**config.mk**
```make
export PLATFORM = sky130hd
export DESIGN_NAME = keyed_fifo_with_cancel
export DESIGN_NICKNAME = d
export VERILOG_FILES = /design/src/hdl/kfc_pkg.sv /design/src/hdl/keyed_fifo_with_cancel.sv /design/src/hdl/kfc_cell.sv
export SDC_FILE = /design/constraint.sdc
export NUM_CORES = 1
export LEC_CHECK = 0
export BUFFER_PORTS_ARGS = -buffer_cell sky130_fd_sc_hd__buf_2
export CAP_MARGIN = 30
export CORE_ASPECT_RATIO = 1.5
export CORE_MARGIN = 4
export CORE_UTILIZATION = 50
export CTS_BUF_LIST = sky130_fd_sc_hd__clkbuf_4 sky130_fd_sc_hd__clkbuf_8 sky130_fd_sc_hd__clkbuf_16
export CTS_CLUSTER_SIZE = 40
export DETAILED_ROUTE_END_ITERATION = 8
export PLACE_DENSITY = 0.66
export SYNTH_ARGS = -nofsm -noshare
export SYNTH_HDL_FRONTEND = slang
export SYNTH_SLANG_ARGS = --single-unit
```
**constraint.sdc**
```tcl
create_clock -name clk -period 12.14 [get_ports clk]
set_clock_uncertainty 0.05 [all_clocks]
set_input_delay 1.214 -clock clk [delete_from_list [all_inputs] [get_ports clk]]
set_output_delay 1.214 -clock clk [all_outputs]
set_load 0.01 [all_outputs]
```
**src/hdl/kfc_pkg.sv**
```systemverilog
`default_nettype none
// ----------------------------------------------------------------------------
// kfc_pkg: shared types and constants of the keyed FIFO with cancel
// Built depth, key width, command and response beats, per-cell control.
// ----------------------------------------------------------------------------
package kfc_pkg;

    localparam int DEPTH    = 16;
    localparam int KEY_BITS = 32;
    localparam int CNT_W    = $clog2(DEPTH + 1);
    localparam int CAP_W    = 5;

    typedef logic [KEY_BITS-1:0] key_t;
    typedef logic [CNT_W-1:0]    cnt_t;

    typedef enum logic [1:0] {
        KIND_ENQUEUE = 2'd0,
        KIND_CANCEL  = 2'd1,
        KIND_SERVE   = 2'd2,
        KIND_STATUS  = 2'd3
    } kind_t;

    typedef enum logic [1:0] {
        ST_OK        = 2'd0,
        ST_FULL      = 2'd1,
        ST_NOT_FOUND = 2'd2,
        ST_EMPTY     = 2'd3
    } status_t;

    typedef struct packed {
        kind_t kind;
        key_t  key;
    } cmd_t;

    typedef struct packed {
        status_t status;
        key_t    served_key;
        cnt_t    occupancy;
        cnt_t    free_slots;
    } rsp_t;

    typedef struct packed {
        logic valid;
        logic load;
        logic cancel;
        logic serve;
    } cell_ctrl_t;

endpackage
`default_nettype wire

```
**src/hdl/keyed_fifo_with_cancel.sv**
```systemverilog
`default_nettype none
// ----------------------------------------------------------------------------
// keyed_fifo_with_cancel: bounded FIFO of keys with cancel by key
// Commands arrive on cmd (cmd_valid/cmd_stall): enqueue, cancel the oldest
// matching key, serve the head, or query status. Each command produces
// exactly one response beat on rsp (rsp_valid/rsp_stall) carrying the status,
// the served key (zero unless a serve succeeded), and the occupancy and
// free slots after the command.
// The queue is a row of slot cells; all cells compare against the command
// key in parallel and shift toward the head in the same cycle, so a command
// is answered in the cycle after it is accepted and one command is taken
// every cycle. The response register decouples the two sides: a new command
// is accepted while a response waits, as long as that response is taken in
// the same cycle; while rsp_stall holds a pending response, cmd_stall is
// high. The user must write the capacity register on cfg (cfg_valid/cfg_ready,
// always ready) only while the block is idle (not enforced). Values above
// the built depth act as the depth. Reset empties the queue, clears rsp_valid
// and sets the capacity to 16. No clearing pass is needed after reset.
// ----------------------------------------------------------------------------
module keyed_fifo_with_cancel (
    input  wire logic                           clk,
    input  wire logic                           rst_n,
    input  wire logic                           cmd_valid,
    output logic                                cmd_stall,
    input  wire kfc_pkg::cmd_t                  cmd,
    output logic                                rsp_valid,
    input  wire logic                           rsp_stall,
    output kfc_pkg::rsp_t                       rsp,
    input  wire logic                           cfg_valid,
    output logic                                cfg_ready,
    input  wire logic [kfc_pkg::CAP_W-1:0]      cfg_data
);

    logic [kfc_pkg::CAP_W-1:0] capacity_reg;
    logic [kfc_pkg::CAP_W-1:0] capacity_next;
    kfc_pkg::cnt_t             count_reg;
    kfc_pkg::cnt_t             count_next;
    logic                      rsp_valid_reg;
    logic                      rsp_valid_next;
    kfc_pkg::rsp_t             rsp_reg;
    kfc_pkg::rsp_t             rsp_next;

    kfc_pkg::cell_ctrl_t       ctrl [kfc_pkg::DEPTH];
    kfc_pkg::key_t             entry_w [kfc_pkg::DEPTH+1];
    logic                      found_w [kfc_pkg::DEPTH+1];

    kfc_pkg::cnt_t             cap_use;
    logic                      accept;
    logic                      is_enq;
    logic                      is_cancel;
    logic                      is_serve;
    logic                      enq_ok;
    logic                      serve_ok;
    logic                      found;

    assign cfg_ready = 1'b1;
    assign cmd_stall = rsp_valid_reg & rsp_stall;
    assign accept    = cmd_valid & ~cmd_stall;

    always_comb
    begin
        if ({{(kfc_pkg::CNT_W){1'b0}}, capacity_reg} > (kfc_pkg::CNT_W + kfc_pkg::CAP_W)'(kfc_pkg::DEPTH))
        begin
            cap_use = kfc_pkg::CNT_W'(kfc_pkg::DEPTH);
        end
        else
        begin
            cap_use = kfc_pkg::CNT_W'(capacity_reg);
        end
    end

    assign is_enq    = (cmd.kind == kfc_pkg::KIND_ENQUEUE);
    assign is_cancel = (cmd.kind == kfc_pkg::KIND_CANCEL);
    assign is_serve  = (cmd.kind == kfc_pkg::KIND_SERVE);
    assign enq_ok    = is_enq & (count_reg < cap_use);
    assign serve_ok  = is_serve & (count_reg != '0);

    assign found_w[0]                  = 1'b0;
    assign entry_w[kfc_pkg::DEPTH]     = '0;
    assign found                       = found_w[kfc_pkg::DEPTH];

    for (genvar i = 0; i < kfc_pkg::DEPTH; i++)
    begin : g_cell
        assign ctrl[i].valid  = (kfc_pkg::CNT_W'(i) < count_reg);
        assign ctrl[i].load   = accept & enq_ok & (kfc_pkg::CNT_W'(i) == count_reg);
        assign ctrl[i].cancel = accept & is_cancel;
        assign ctrl[i].serve  = accept & serve_ok;

        kfc_cell u_cell (
            .clk        (clk),
            .ctrl       (ctrl[i]),
            .key        (cmd.key),
            .next_entry (entry_w[i+1]),
            .found_in   (found_w[i]),
            .entry      (entry_w[i]),
            .found_out  (found_w[i+1])
        );
    end

    always_comb
    begin
        count_next          = count_reg;
        rsp_next            = rsp_reg;
        rsp_valid_next      = rsp_valid_reg & rsp_stall;
        if (accept)
        begin
            rsp_valid_next      = 1'b1;
            rsp_next.status     = kfc_pkg::ST_OK;
            rsp_next.served_key = '0;
            case (cmd.kind)
                kfc_pkg::KIND_ENQUEUE:
                begin
                    if (enq_ok)
                    begin
                        count_next = count_reg + 1'b1;
                    end
                    else
                    begin
                        rsp_next.status = kfc_pkg::ST_FULL;
                    end
                end
                kfc_pkg::KIND_CANCEL:
                begin
                    if (found)
                    begin
                        count_next = count_reg - 1'b1;
                    end
                    else
                    begin
                        rsp_next.status = kfc_pkg::ST_NOT_FOUND;
                    end
                end
                kfc_pkg::KIND_SERVE:
                begin
                    if (serve_ok)
                    begin
                        count_next          = count_reg - 1'b1;
                        rsp_next.served_key = entry_w[0];
                    end
                    else
                    begin
                        rsp_next.status = kfc_pkg::ST_EMPTY;
                    end
                end
                kfc_pkg::KIND_STATUS:
                begin
                    count_next = count_reg;
                end
                default:
                begin
                    count_next = count_reg;
                end
            endcase
            rsp_next.occupancy  = count_next;
            rsp_next.free_slots = (cap_use > count_next) ? (cap_use - count_next) : '0;
        end
    end

    always_comb
    begin
        capacity_next = capacity_reg;
        if (cfg_valid & cfg_ready)
        begin
            capacity_next = cfg_data;
        end
    end

    always_ff @(posedge clk or negedge rst_n)
    begin
        if (!rst_n)
        begin
            capacity_reg  <= kfc_pkg::CAP_W'(16);
            count_reg     <= '0;
            rsp_valid_reg <= 1'b0;
        end
        else
        begin
            capacity_reg  <= capacity_next;
            count_reg     <= count_next;
            rsp_valid_reg <= rsp_valid_next;
        end
    end

    always_ff @(posedge clk)
    begin
        rsp_reg <= rsp_next;
    end

    assign rsp_valid = rsp_valid_reg;
    assign rsp       = rsp_reg;

endmodule
`default_nettype wire

```
**src/hdl/kfc_cell.sv**
```systemverilog
`default_nettype none
// ----------------------------------------------------------------------------
// kfc_cell: one queue slot
// Holds one key, compares it with the command key, and either keeps it,
// loads the command key, or takes the key of its tail-side neighbor.
// ----------------------------------------------------------------------------
module kfc_cell (
    input  wire logic                clk,
    input  wire kfc_pkg::cell_ctrl_t ctrl,
    input  wire kfc_pkg::key_t       key,
    input  wire kfc_pkg::key_t       next_entry,
    input  wire logic                found_in,
    output kfc_pkg::key_t            entry,
    output logic                     found_out
);

    kfc_pkg::key_t entry_reg;
    kfc_pkg::key_t entry_next;
    logic          match;
    logic          shift;

    assign match     = ctrl.valid && (entry_reg == key);
    assign found_out = found_in | match;
    assign shift     = ctrl.serve | (ctrl.cancel & found_out);

    always_comb
    begin
        if (shift)
        begin
            entry_next = next_entry;
        end
        else if (ctrl.load)
        begin
            entry_next = key;
        end
        else
        begin
            entry_next = entry_reg;
        end
    end

    always_ff @(posedge clk)
    begin
        entry_reg <= entry_next;
    end

    assign entry = entry_reg;

endmodule
`default_nettype wire

```
**Word-level counts from Yosys, hierarchy flattened**

Index checks and enable logic that the tools add are counted.

- Memories kept: 0
- Bits in writable memories: 0
- Word-level logic and storage cells: 226
- Input port bits: 44
- Bits in registers: 567
- Latch bits: 0
- Output and inout bits: 47
- ROM bits: 0

- Equal/unequal tests: 34
- Shift-type cells: 0
- Order comparisons: 19
- Muxes and demuxes: 41
- Bitwise logic cells: 71
- Reduce and logical (&&, ||, !) cells: 35
- $mul: 0
- Divide/modulo/power cells: 0
- Add/sub/neg operators: 3

Operators by type and width:

| kind | count |
|---|---|
| $mux W32 | 30 |
| $eq A32 B32 Y1 | 16 |
| $eq A4 B5 Y1 const A | 8 |
| $lt A4 B5 Y1 const A | 8 |
| $and A1 B1 Y1 | 39 |
| $or A1 B1 Y1 | 31 |
| $reduce_bool A2 Y1 | 15 |
| $mux W5 | 5 |
| $eq A3 B5 Y1 const A | 4 |
| $lt A3 B5 Y1 const A | 4 |
| $pmux W5 S4 | 1 |
| $logic_and A1 B1 Y1 | 16 |
| $eq A2 B5 Y1 const A | 2 |
| $lt A1 B5 Y1 const A | 2 |
| $lt A2 B5 Y1 const A | 2 |
| $pmux W2 S3 | 1 |
| $add A5 B1 Y5 const B | 1 |
| $eq A1 B5 Y1 const A | 1 |
| $gt A5 B5 Y1 | 1 |
| $gt A5 B5 Y1 const B | 1 |
| $logic_not A5 Y1 | 1 |
| $lt A5 B5 Y1 | 1 |
| $reduce_bool A5 Y1 | 1 |
| $sub A5 B1 Y5 const B | 1 |
| other kinds (8) | 11 |

**Depth between registers and ports, before layout**

Gate-level depths: netlist of run 1.

- Depth in word-level cells: 21
- Depth in mapped cells: 19
- Gate-level depth less buffers: 18

**Hierarchy**

Synthesis of run 1 repeated with hierarchy kept, for this count alone.

- Cells, all modules: 4069
- Area, all modules: 41352.2 sq um

Modules (own cells, without submodules):

| module | cells an instance | instances | sequential area each (sq um) | area each (sq um) |
|---|---|---|---|---|
| kfc_cell | 236 | 16 | 960.9 | 2391.0 |
| keyed_fifo_with_cancel | 293 | 1 | 1597.8 | 3095.5 |

**Least setup slack after synthesis of run 1**

Ideal clock, no wire load.

- Path type: input to register
- Start point: input rsp_stall
- End point: register g_cell[5].u_cell.entry_reg[0], enable pin
- Data required time: 11.579 ns
- Stages on the path: 5
- Buffers on the path: 0
- Setup slack: 5.526 ns
- Setup time: 0.511 ns
- Arrival time: 6.053 ns
- Cells stage by stage: nand2_1 -> nand2_1 -> clkinv_1 -> o2111ai_1 -> o41ai_1

- Cells in the longest elaborated chain, start to end: 7
- Elaborated cells on any way between the ends: 10
- Classes of those cells: 9 x bitwise; 1 x reduce/logical

RTL lines:

| item | line | source |
|---|---|---|
| from (decl) | keyed_fifo_with_cancel.sv:27 | `input wire logic rsp_stall,` |
| $and A1 B1 Y1 (*) | keyed_fifo_with_cancel.sv:57 | `assign cmd_stall = rsp_valid_reg & rsp_stall;` |
| $not A1 Y1 (*) | keyed_fifo_with_cancel.sv:58 | `assign accept = cmd_valid & ~cmd_stall;` |
| $and A1 B1 Y1 (*) | keyed_fifo_with_cancel.sv:58 |  |
| named net accept | keyed_fifo_with_cancel.sv:48 | `logic accept;` |
| $and A1 B1 Y1 | keyed_fifo_with_cancel.sv:86 | `assign ctrl[i].cancel = accept & is_cancel;` |
| $and A1 B1 Y1 | kfc_cell.sv:24 | `assign shift = ctrl.serve \| (ctrl.cancel & found_out);` |
| $or A1 B1 Y1 | kfc_cell.sv:24 |  |
| $reduce_bool A2 Y1 (no line) (*) | -- |  |
| to (signal assigned) | kfc_cell.sv:44 | `entry_reg <= entry_next;` |
| to (decl) | kfc_cell.sv:17 | `kfc_pkg::key_t entry_reg;` |

Mark *: on every way through the listed nets, which the timed path passes. The rest lies on a longest branch.
A chain may end at the register's enable or synchronous reset.

**Worst setup path after layout of run 1**

- Start point: input cmd[8] in the netlist's numbering
- End point: register rsp_reg, in the netlist rsp[4] (data pin)

- Cells in the longest elaborated chain, start to end: 21
- Elaborated cells on any way between the ends: 52
- Classes of those cells: 1 x add/sub; 1 x order compare; 16 x eq/ne; 3 x mux; 15 x bitwise; 16 x reduce/logical

RTL lines:

| item | line | source |
|---|---|---|
| from (decl) | keyed_fifo_with_cancel.sv:25 | `input wire kfc_pkg::cmd_t cmd,` |
| $eq A32 B32 Y1 | kfc_cell.sv:22 | `assign match = ctrl.valid && (entry_reg == key);` |
| $logic_and A1 B1 Y1 | kfc_cell.sv:22 |  |
| $or A1 B1 Y1 (14 in a row) | kfc_cell.sv:23 | `assign found_out = found_in \| match;` |
| $or A1 B1 Y1 (*) | kfc_cell.sv:23 |  |
| $mux W5 (*) | keyed_fifo_with_cancel.sv:124 | `if (found)` |
| $pmux W5 S4 (*) | keyed_fifo_with_cancel.sv:110 | `case (cmd.kind)` |
| $mux W5 (*) | keyed_fifo_with_cancel.sv:105 | `if (accept)` |
| $sub A5 B5 Y5 or $gt A5 B5 Y1 (tied branches) | keyed_fifo_with_cancel.sv:155 | `rsp_next.free_slots = (cap_use > count_next) ? (cap_use - count_next) : '0;` |
| to (signal assigned) | keyed_fifo_with_cancel.sv:186 | `rsp_reg <= rsp_next;` |
| to (decl) | keyed_fifo_with_cancel.sv:40 | `kfc_pkg::rsp_t rsp_reg;` |

Every way passes the cells marked *; elsewhere a longest branch is shown, timed or not. The select of a mux whose other input is x is not followed.

==> results.toml, run 1 <==
[status]
status = "completed"

[final_layout]
final_area_sq_um = 34000
area_growth_pct = 9.73
final_util = 0.556
largest_register_ffs = 512
nets = 2384
drive_gt1_frac = 0.325

[drt]
drt-total-wl_mm = 89.0
vias_per_cell = 5.90
ant_nets = 0
drtIter0Drc = 1288
post-route-drc-count = 0
via_count = 18647
dr.pass1.iters = 7
wl_per_cell_microns = 28.1

[synthesis]
synth_area_sq_um = 31000
synth_seq_area_share = 0.537
avgSynthCellArea_sq_um = 13.5
synth_top_area_cell = "edfxtp_1"
synth_most_common_cell = "edfxtp_1"
synth_fp_nets = 2363
yosysWarnings = 0
synth_edf_count = 524
ys_top_cells_by_count = "edfxtp_1 (524), mux2_2 (479), xnor2_1 (284)"
async_reset_ff_frac = 0.0194
synth-main-ff-cell = "edfxtp_1"
ys_seq_elements = 567
synth_top_area_frac = 0.507
synthTopCellsByArea = "edfxtp_1 (51%), mux2_2 (17%), xnor2_1 (8.0%)"
synth_cells = 2304
synth_cell_types = 71

[timing]
worst_slew_pin_slew_ps = 944
fin_tns_setup_ps = 0
min_period_ps = 5660
hold_viol = 0
fin_ws_ps = 6480
rsz0062_at_grt = "no"
setup_viol = 0
period_share = 0.467
slew_viol_final = 0
fmax_mhz = 177
slew_headroom = 0.355

[worst_setup_path]
cp-end-kind = "register"
critPathArrivalTime_ps = 5970
critPathMaxFanout = 32
startpoint_type = "input pin"
path_class = "input pin to register"
cp.required_ps = 12440

[flow_run]
cap_violations = 0

[floorplan]
die_y_microns = 313
start_util = 0.506
die_w_microns = 211
die_area_sq_um = 66200
ioPinCount = 91
rows = 111
coreArea_sq_um = 61200

[clocking]
htree_levels = 2
post_cts_buffers = 0
clock_path_buffers = 3
cts_resized = 0
holdBufCountCts = 0
clk_pin_slew_ps = 70
cts_buffers = 55
cts_tree = "done"
cts-root-buf = "clkbuf_16"
clock-sinks = 567
clock_latency_ps = 620

[global_routing]
grt_max_degree = 52
track_usage = 0.266
grt_pass1_vias = 19845
grt_antenna_before_repair = 1
overflow = 0
grt_pass1_wl_mm = 129

[placed_design]
numPortBuffers = 89
dp_hpwl_mm = 65.7
place_ws_ps = 5900
placed_cell_area_sq_um = 32200
place.gp.congestion = 0.972

[power]
leakagePower_nw = 11.7
power_per_cell_area_nw_per_um2 = 142
ir_drop_mv = 0.104
p_total_w = 0.00482

[min_path]
worst_hold_path_type = "input pin to asynchronous set/reset pin"
-- report_power, final --
part / internal [W] / switching [W]
clock network: 0.00101 / 0.000739
logic: 0.000301 / 0.000479
registers: 0.00224 / 0.0000531
total: 0.00355 / 0.00127
-- worst max-delay path, cell delays in order --
cell       delay [ps]
buf_2              80
buf_4             460
xor2_1            230
nor4_1            820
nand4_1           220
nor4_1            320
a2111oi_0         210
nor4b_2           220
buf_4             200
mux2_2            230
o311ai_0          190
a21o_1            240
ha_1              320
a21oi_1           160
o21bai_1          100
a21oi_1           190
nor2b_1            70
o22ai_1           320
nor2_1            100
-- cell usage in the layout (no fill, tap or decap), types with 15 or more instances in the layout --
| cell | instances |
|---|---|
| edfxtp_1 | 524 |
| mux2_2 | 479 |
| xnor2_1 | 284 |
| xor2_1 | 236 |
| buf_2 | 89 |
| nand4_1 | 85 |
| buf_4 | 71 |
| nor4_1 | 68 |
| nor2_1 | 62 |
| clkbuf_16 | 57 |
| nand2_1 | 40 |
| and3_1 | 36 |
| mux2i_1 | 32 |
| dfxtp_1 | 32 |
| nor3_1 | 29 |
| nand3_1 | 26 |
| a21oi_1 | 17 |
| clkbuf_4 | 15 |
-- worst paths after layout --
path                            slack, ps             from  cells past startpoint              end
min in group clk                      470  capacity_reg[3]                      1  capacity_reg[3]
worst max-delay path                 6480           cmd[8]                     19           rsp[4]
max in group asynchronous           11350            rst_n                      1  capacity_reg[4]
worst max register to register       6680     count_reg[3]                     17           rsp[4]
worst min-delay path                  410            rst_n                      1     count_reg[4]
worst min register to register        470  capacity_reg[3]                      1  capacity_reg[3]
-- through the flow --
step | cells | hold WS (ps)
after floorplan | 2304 | 431
after global placement | 3053 | 455
after detailed placement | 3059 | 454
after CTS | 3160 | 396
after global routing | 3160 | 421
final | 3161 | 415
-- final cells by class --
class | count | area, sq um
well taps | 791 | 990
fillers | 4999 | 27200
diodes | 1 | 2.50
multi-input cells | 1520 | 13400
clock buffers | 77 | 1610
flip-flops and latches | 567 | 16700
inverters | 16 | 60.1
clock inverters | 24 | 215
repair buffers | 165 | 1110
-- logic make-up (layout without fill, tap and decap cells) --
| kind of cell | Yosys count | in the layout | share of synthesized area |
|---|---|---|---|
| buffers and inverters | 217 | 282 | 0.0356 |
| xor gates and xnor gates | 520 | 520 | 0.147 |
| adders and majority gates | 15 | 15 | 0.00629 |
| muxes | 517 | 517 | 0.186 |
| AOI/OAI and AO/OA | 83 | 83 | 0.0184 |
| other | 1 | 2 | 0.000121 |
| and+or+nand+nor | 384 | 384 | 0.0695 |
| DFF | 567 | 567 | 0.537 |
-- routing by layer --
layer / GRT usage / part of all wire / vias to the layer above
met5: 0 / 0 / -
met4: 0.224 / 0.11 / 0
met3: 0.0272 / 0.036 / 289
met2: 0.508 / 0.55 / 574
met1: 0.246 / 0.31 / 9287
li1: - / - / 8497
Note: power is estimated with default switching activity, not from simulation.
==> run 2, diff against run 1 <==
--- a/config.mk
+++ b/config.mk
@@ -5,6 +5,7 @@
 export SDC_FILE = /design/constraint.sdc
 export NUM_CORES = 1
 export LEC_CHECK = 0
+export ABC_AREA = 1
 export BUFFER_PORTS_ARGS = -buffer_cell sky130_fd_sc_hd__buf_2
 export CAP_MARGIN = 30
 export CORE_ASPECT_RATIO = 1.5
@@ -13,7 +14,7 @@
 export CTS_BUF_LIST = sky130_fd_sc_hd__clkbuf_4 sky130_fd_sc_hd__clkbuf_8 sky130_fd_sc_hd__clkbuf_16
 export CTS_CLUSTER_SIZE = 40
 export DETAILED_ROUTE_END_ITERATION = 8
-export PLACE_DENSITY = 0.66
+export PLACE_DENSITY = 0.69
 export SYNTH_ARGS = -nofsm -noshare
 export SYNTH_HDL_FRONTEND = slang
 export SYNTH_SLANG_ARGS = --single-unit
==> constraint.sdc (replaced) <==
create_clock -name clk -period 4.92 [get_ports clk]
set_clock_uncertainty 0.05 [all_clocks]
set_input_delay 0.492 -clock clk [delete_from_list [all_inputs] [get_ports clk]]
set_output_delay 0.492 -clock clk [all_outputs]
set_load 0.01 [all_outputs]
==> run 2 against run 1 <==
  * Setup slack got worse by 6300 ps
  * Clock-buffer cell count fell by 2
  * Cell count is 67% higher
  * Hold slack lost 390 ps
  * Combinational power rose to 4.5 times the previous value
  * Register-to-register slack lost 6500 ps
  * Sequential share of layout area shrank 6.9 points
  * Core utilization up 1.7 points
  * Critical path depth increased by 7
  * Total power rose to 2.9 times the previous value
  * Clock power grew to 2.7 times the previous value
==> results.toml, run 2 <==
[synthesis]
synth_cell_types = 64
synth_cells = 4181
synth_seq_area_share = 0.477
synth_top_area_frac = 0.451
synth_top_area_cell = "edfxtp_1"
yosysWarnings = 0
avgSynthCellArea_sq_um = 8.35
ys_seq_elements = 567
synthTopCellsByArea = "edfxtp_1 (45%), nand2_1 (13%), xnor2_1 (6.9%)"
synth_edf_count = 524
synth_area_sq_um = 34900
synth-main-ff-cell = "edfxtp_1"
synth_most_common_cell = "nand2_1"
async_reset_ff_frac = 0.0194
ys_top_cells_by_count = "nand2_1 (1,176), edfxtp_1 (524), o21ai_0 (441)"
synth_fp_nets = 4240

[timing]
hold_viol = 0
worst_slew_pin_slew_ps = 1020
min_period_ps = 4710
fmax_mhz = 212
setup_viol = 0
rsz0062_at_grt = "no"
slew_viol_final = 0
period_share = 0.957
fin_ws_ps = 213
fin_hold_ws_ps = 24.3
slew_headroom = 0.320

[final_layout]
area_growth_pct = 13.4
final_util = 0.573
final_area_sq_um = 39600
finalNonFillerCells = 5282
drive_gt1_frac = 0.150
seq_area_sq_um = 16700
multi_input_area_sq_um = 16000
layout_commonest_cell = "nand2_1"
nFillCells = 6382
layout_common_cells = "nand2_1 (1,172), edfxtp_1 (524), o21ai_0 (437)"
largest_register_ffs = 512
nets = 4391

[min_path]
worst_hold_path_type = "input pin to register"

[placed_design]
dp_hpwl_mm = 122
dpl.cell_count = 5167
place.gp.congestion = 1.05
place_ws_ps = -79.6
placed_cell_area_sq_um = 37500
numPortBuffers = 89

[floorplan]
start_util = 0.505
coreArea_sq_um = 69100
ioPinCount = 91
rows = 118
die_area_sq_um = 74200
die_y_microns = 332
die_w_microns = 224

[clocking]
htree_levels = 2
clock-sinks = 567
cts_buffers = 57
cts-root-buf = "clkbuf_16"
clk_pin_slew_ps = 60
clock_path_buffers = 3
clock_latency_ps = 680
cts_tree = "done"

[drt]
drt-total-wl_mm = 155
wl_per_cell_microns = 29.3
drtIter0Drc = 2603
vias_per_cell = 6.04
dr.pass1.iters = 6
via_count = 31897
post-route-drc-count = 0
ant_nets = 0

[worst_setup_path]
cp.required_ps = 5270
slowest_stage = "xnor2_1"
startpoint_type = "register"
critPathMaxFanout = 5
critPathArrivalTime_ps = 5060
critPathTopFamily = "simple AND/OR/NAND/NOR gates"
path_class = "register to register"
critPathMaxStageDelay_ps = 540
r2r_slack_ps = 210
cp-end-kind = "register"
critical_path_buf_inv_count = 2
path_common_cell = "nor2_1"

[status]
status = "completed"

[global_routing]
overflow = 0
track_usage = 0.409
grt_antenna_before_repair = 10
grt_pass1_wl_mm = 218
grt_max_degree = 65
grt_pass1_vias = 31845

[flow_run]
cap_violations = 0

[power]
ir_drop_mv = 0.428
power_per_cell_area_nw_per_um2 = 358
leakagePower_nw = 14.6
## run 2: cell types whose count changed in the layout (fill, tap and decap cells not counted), sizes merged, moves of 168 or more
| cell | delta |
|---|---|
| nand2 | +1145 |
| mux2 | -484 |
| o21ai | +497 |
| inv | +273 |
| buf | +168 |
| xor2 | -182 |
| nor2 | +272 |
## run 2: routing by layer
layer	vias up	global-route usage	wire, microns
met5	-	0	27
met4	4	0.398	19600
met3	746	0.0903	10800
met2	1679	0.714	76800
met1	15036	0.387	47200
li1	14432	-	-
## run 2: cell type report
type | count | share of cell area
inverter | 284 | 0.0270
clock buffer | 75 | 0.0423
antenna | 7 | 0.000442
multi-input combinational | 3084 | 0.404
tap | 900 | 0.0284
sequential | 567 | 0.421
timing repair buffer | 338 | 0.0694
clock inverter | 27 | 0.00803
## run 2: cells by family after synthesis
family | Yosys count | share of synthesized area
and+or+nand+nor | 2145 | 0.271
DFF | 567 | 0.477
other | 1 | 0.000107
buffers and inverters | 530 | 0.0690
AOI/OAI and AO/OA | 592 | 0.0943
muxes | 1 | 0.000323
adders and majority gates | 15 | 0.00559
xor gates and xnor gates | 330 | 0.0828
## run 2: metrics by stage
| stage | power [W] | setup TNS (ps) |
|---|---|---|
| 3_3_place_gp | 0.00944 | -0.109 |
| 6_report | 0.0142 | 0 |
| 5_1_grt | 0.0146 | 0 |
| 2_1_floorplan | 0.00792 | 0 |
| 3_5_place_dp | 0.00945 | -363 |
| 4_1_cts | 0.0141 | 0 |
## run 2: worst paths after layout
path,end,depth (start not counted),from
hold reg to reg,g_cell[15].u_cell.entry[0],2,g_cell[15].u_cell.entry[0]
max in group asynchronous,capacity_reg[4],2,rst_n
hold / removal,capacity_reg[2],3,cfg_data[2]
setup / recovery,rsp[3],26,g_cell[0].u_cell.entry[11]
min in group asynchronous,count_reg[3],2,rst_n
setup reg to reg,rsp[3],26,g_cell[0].u_cell.entry[11]
## run 2: timing repair
action                     CTS  global route
setup endpoints to repair    0             5
buffers inserted             0             0
hold endpoints to repair    15             0
gates resized for setup      0             4
hold buffers                 5             0
## run 2: worst reg2reg max path: stages, from the launching register on
cell and delay, ps:
edfxtp_1 450, xnor2_1 540, nand2_1 160, nor2_1 160, nand2_1 70, nor2_1 380
nand3_1 230, nand3_1 240, nor3_4 80, nand4_1 120, nor2_1 70, nand4_1 70
nor2_1 100, nand4_1 120, nand2_1 70, nand3_1 80, nand3_1 110, inv_1 90
ha_1 250, nand2_1 70, nor2_1 40, a211oi_1 260, nor2_1 110, o21a_1 170
o21ai_0 150, buf_4 160, nor3b_1 50
## run 2: power breakdown
part	internal [W]	switching (W)	leakage (nW)
Clock	0.00268	0.00205	0.982
Sequential	0.00572	0.000238	5.20
Combinational	0.00109	0.00240	8.38
Total	0.00949	0.00468	14.6
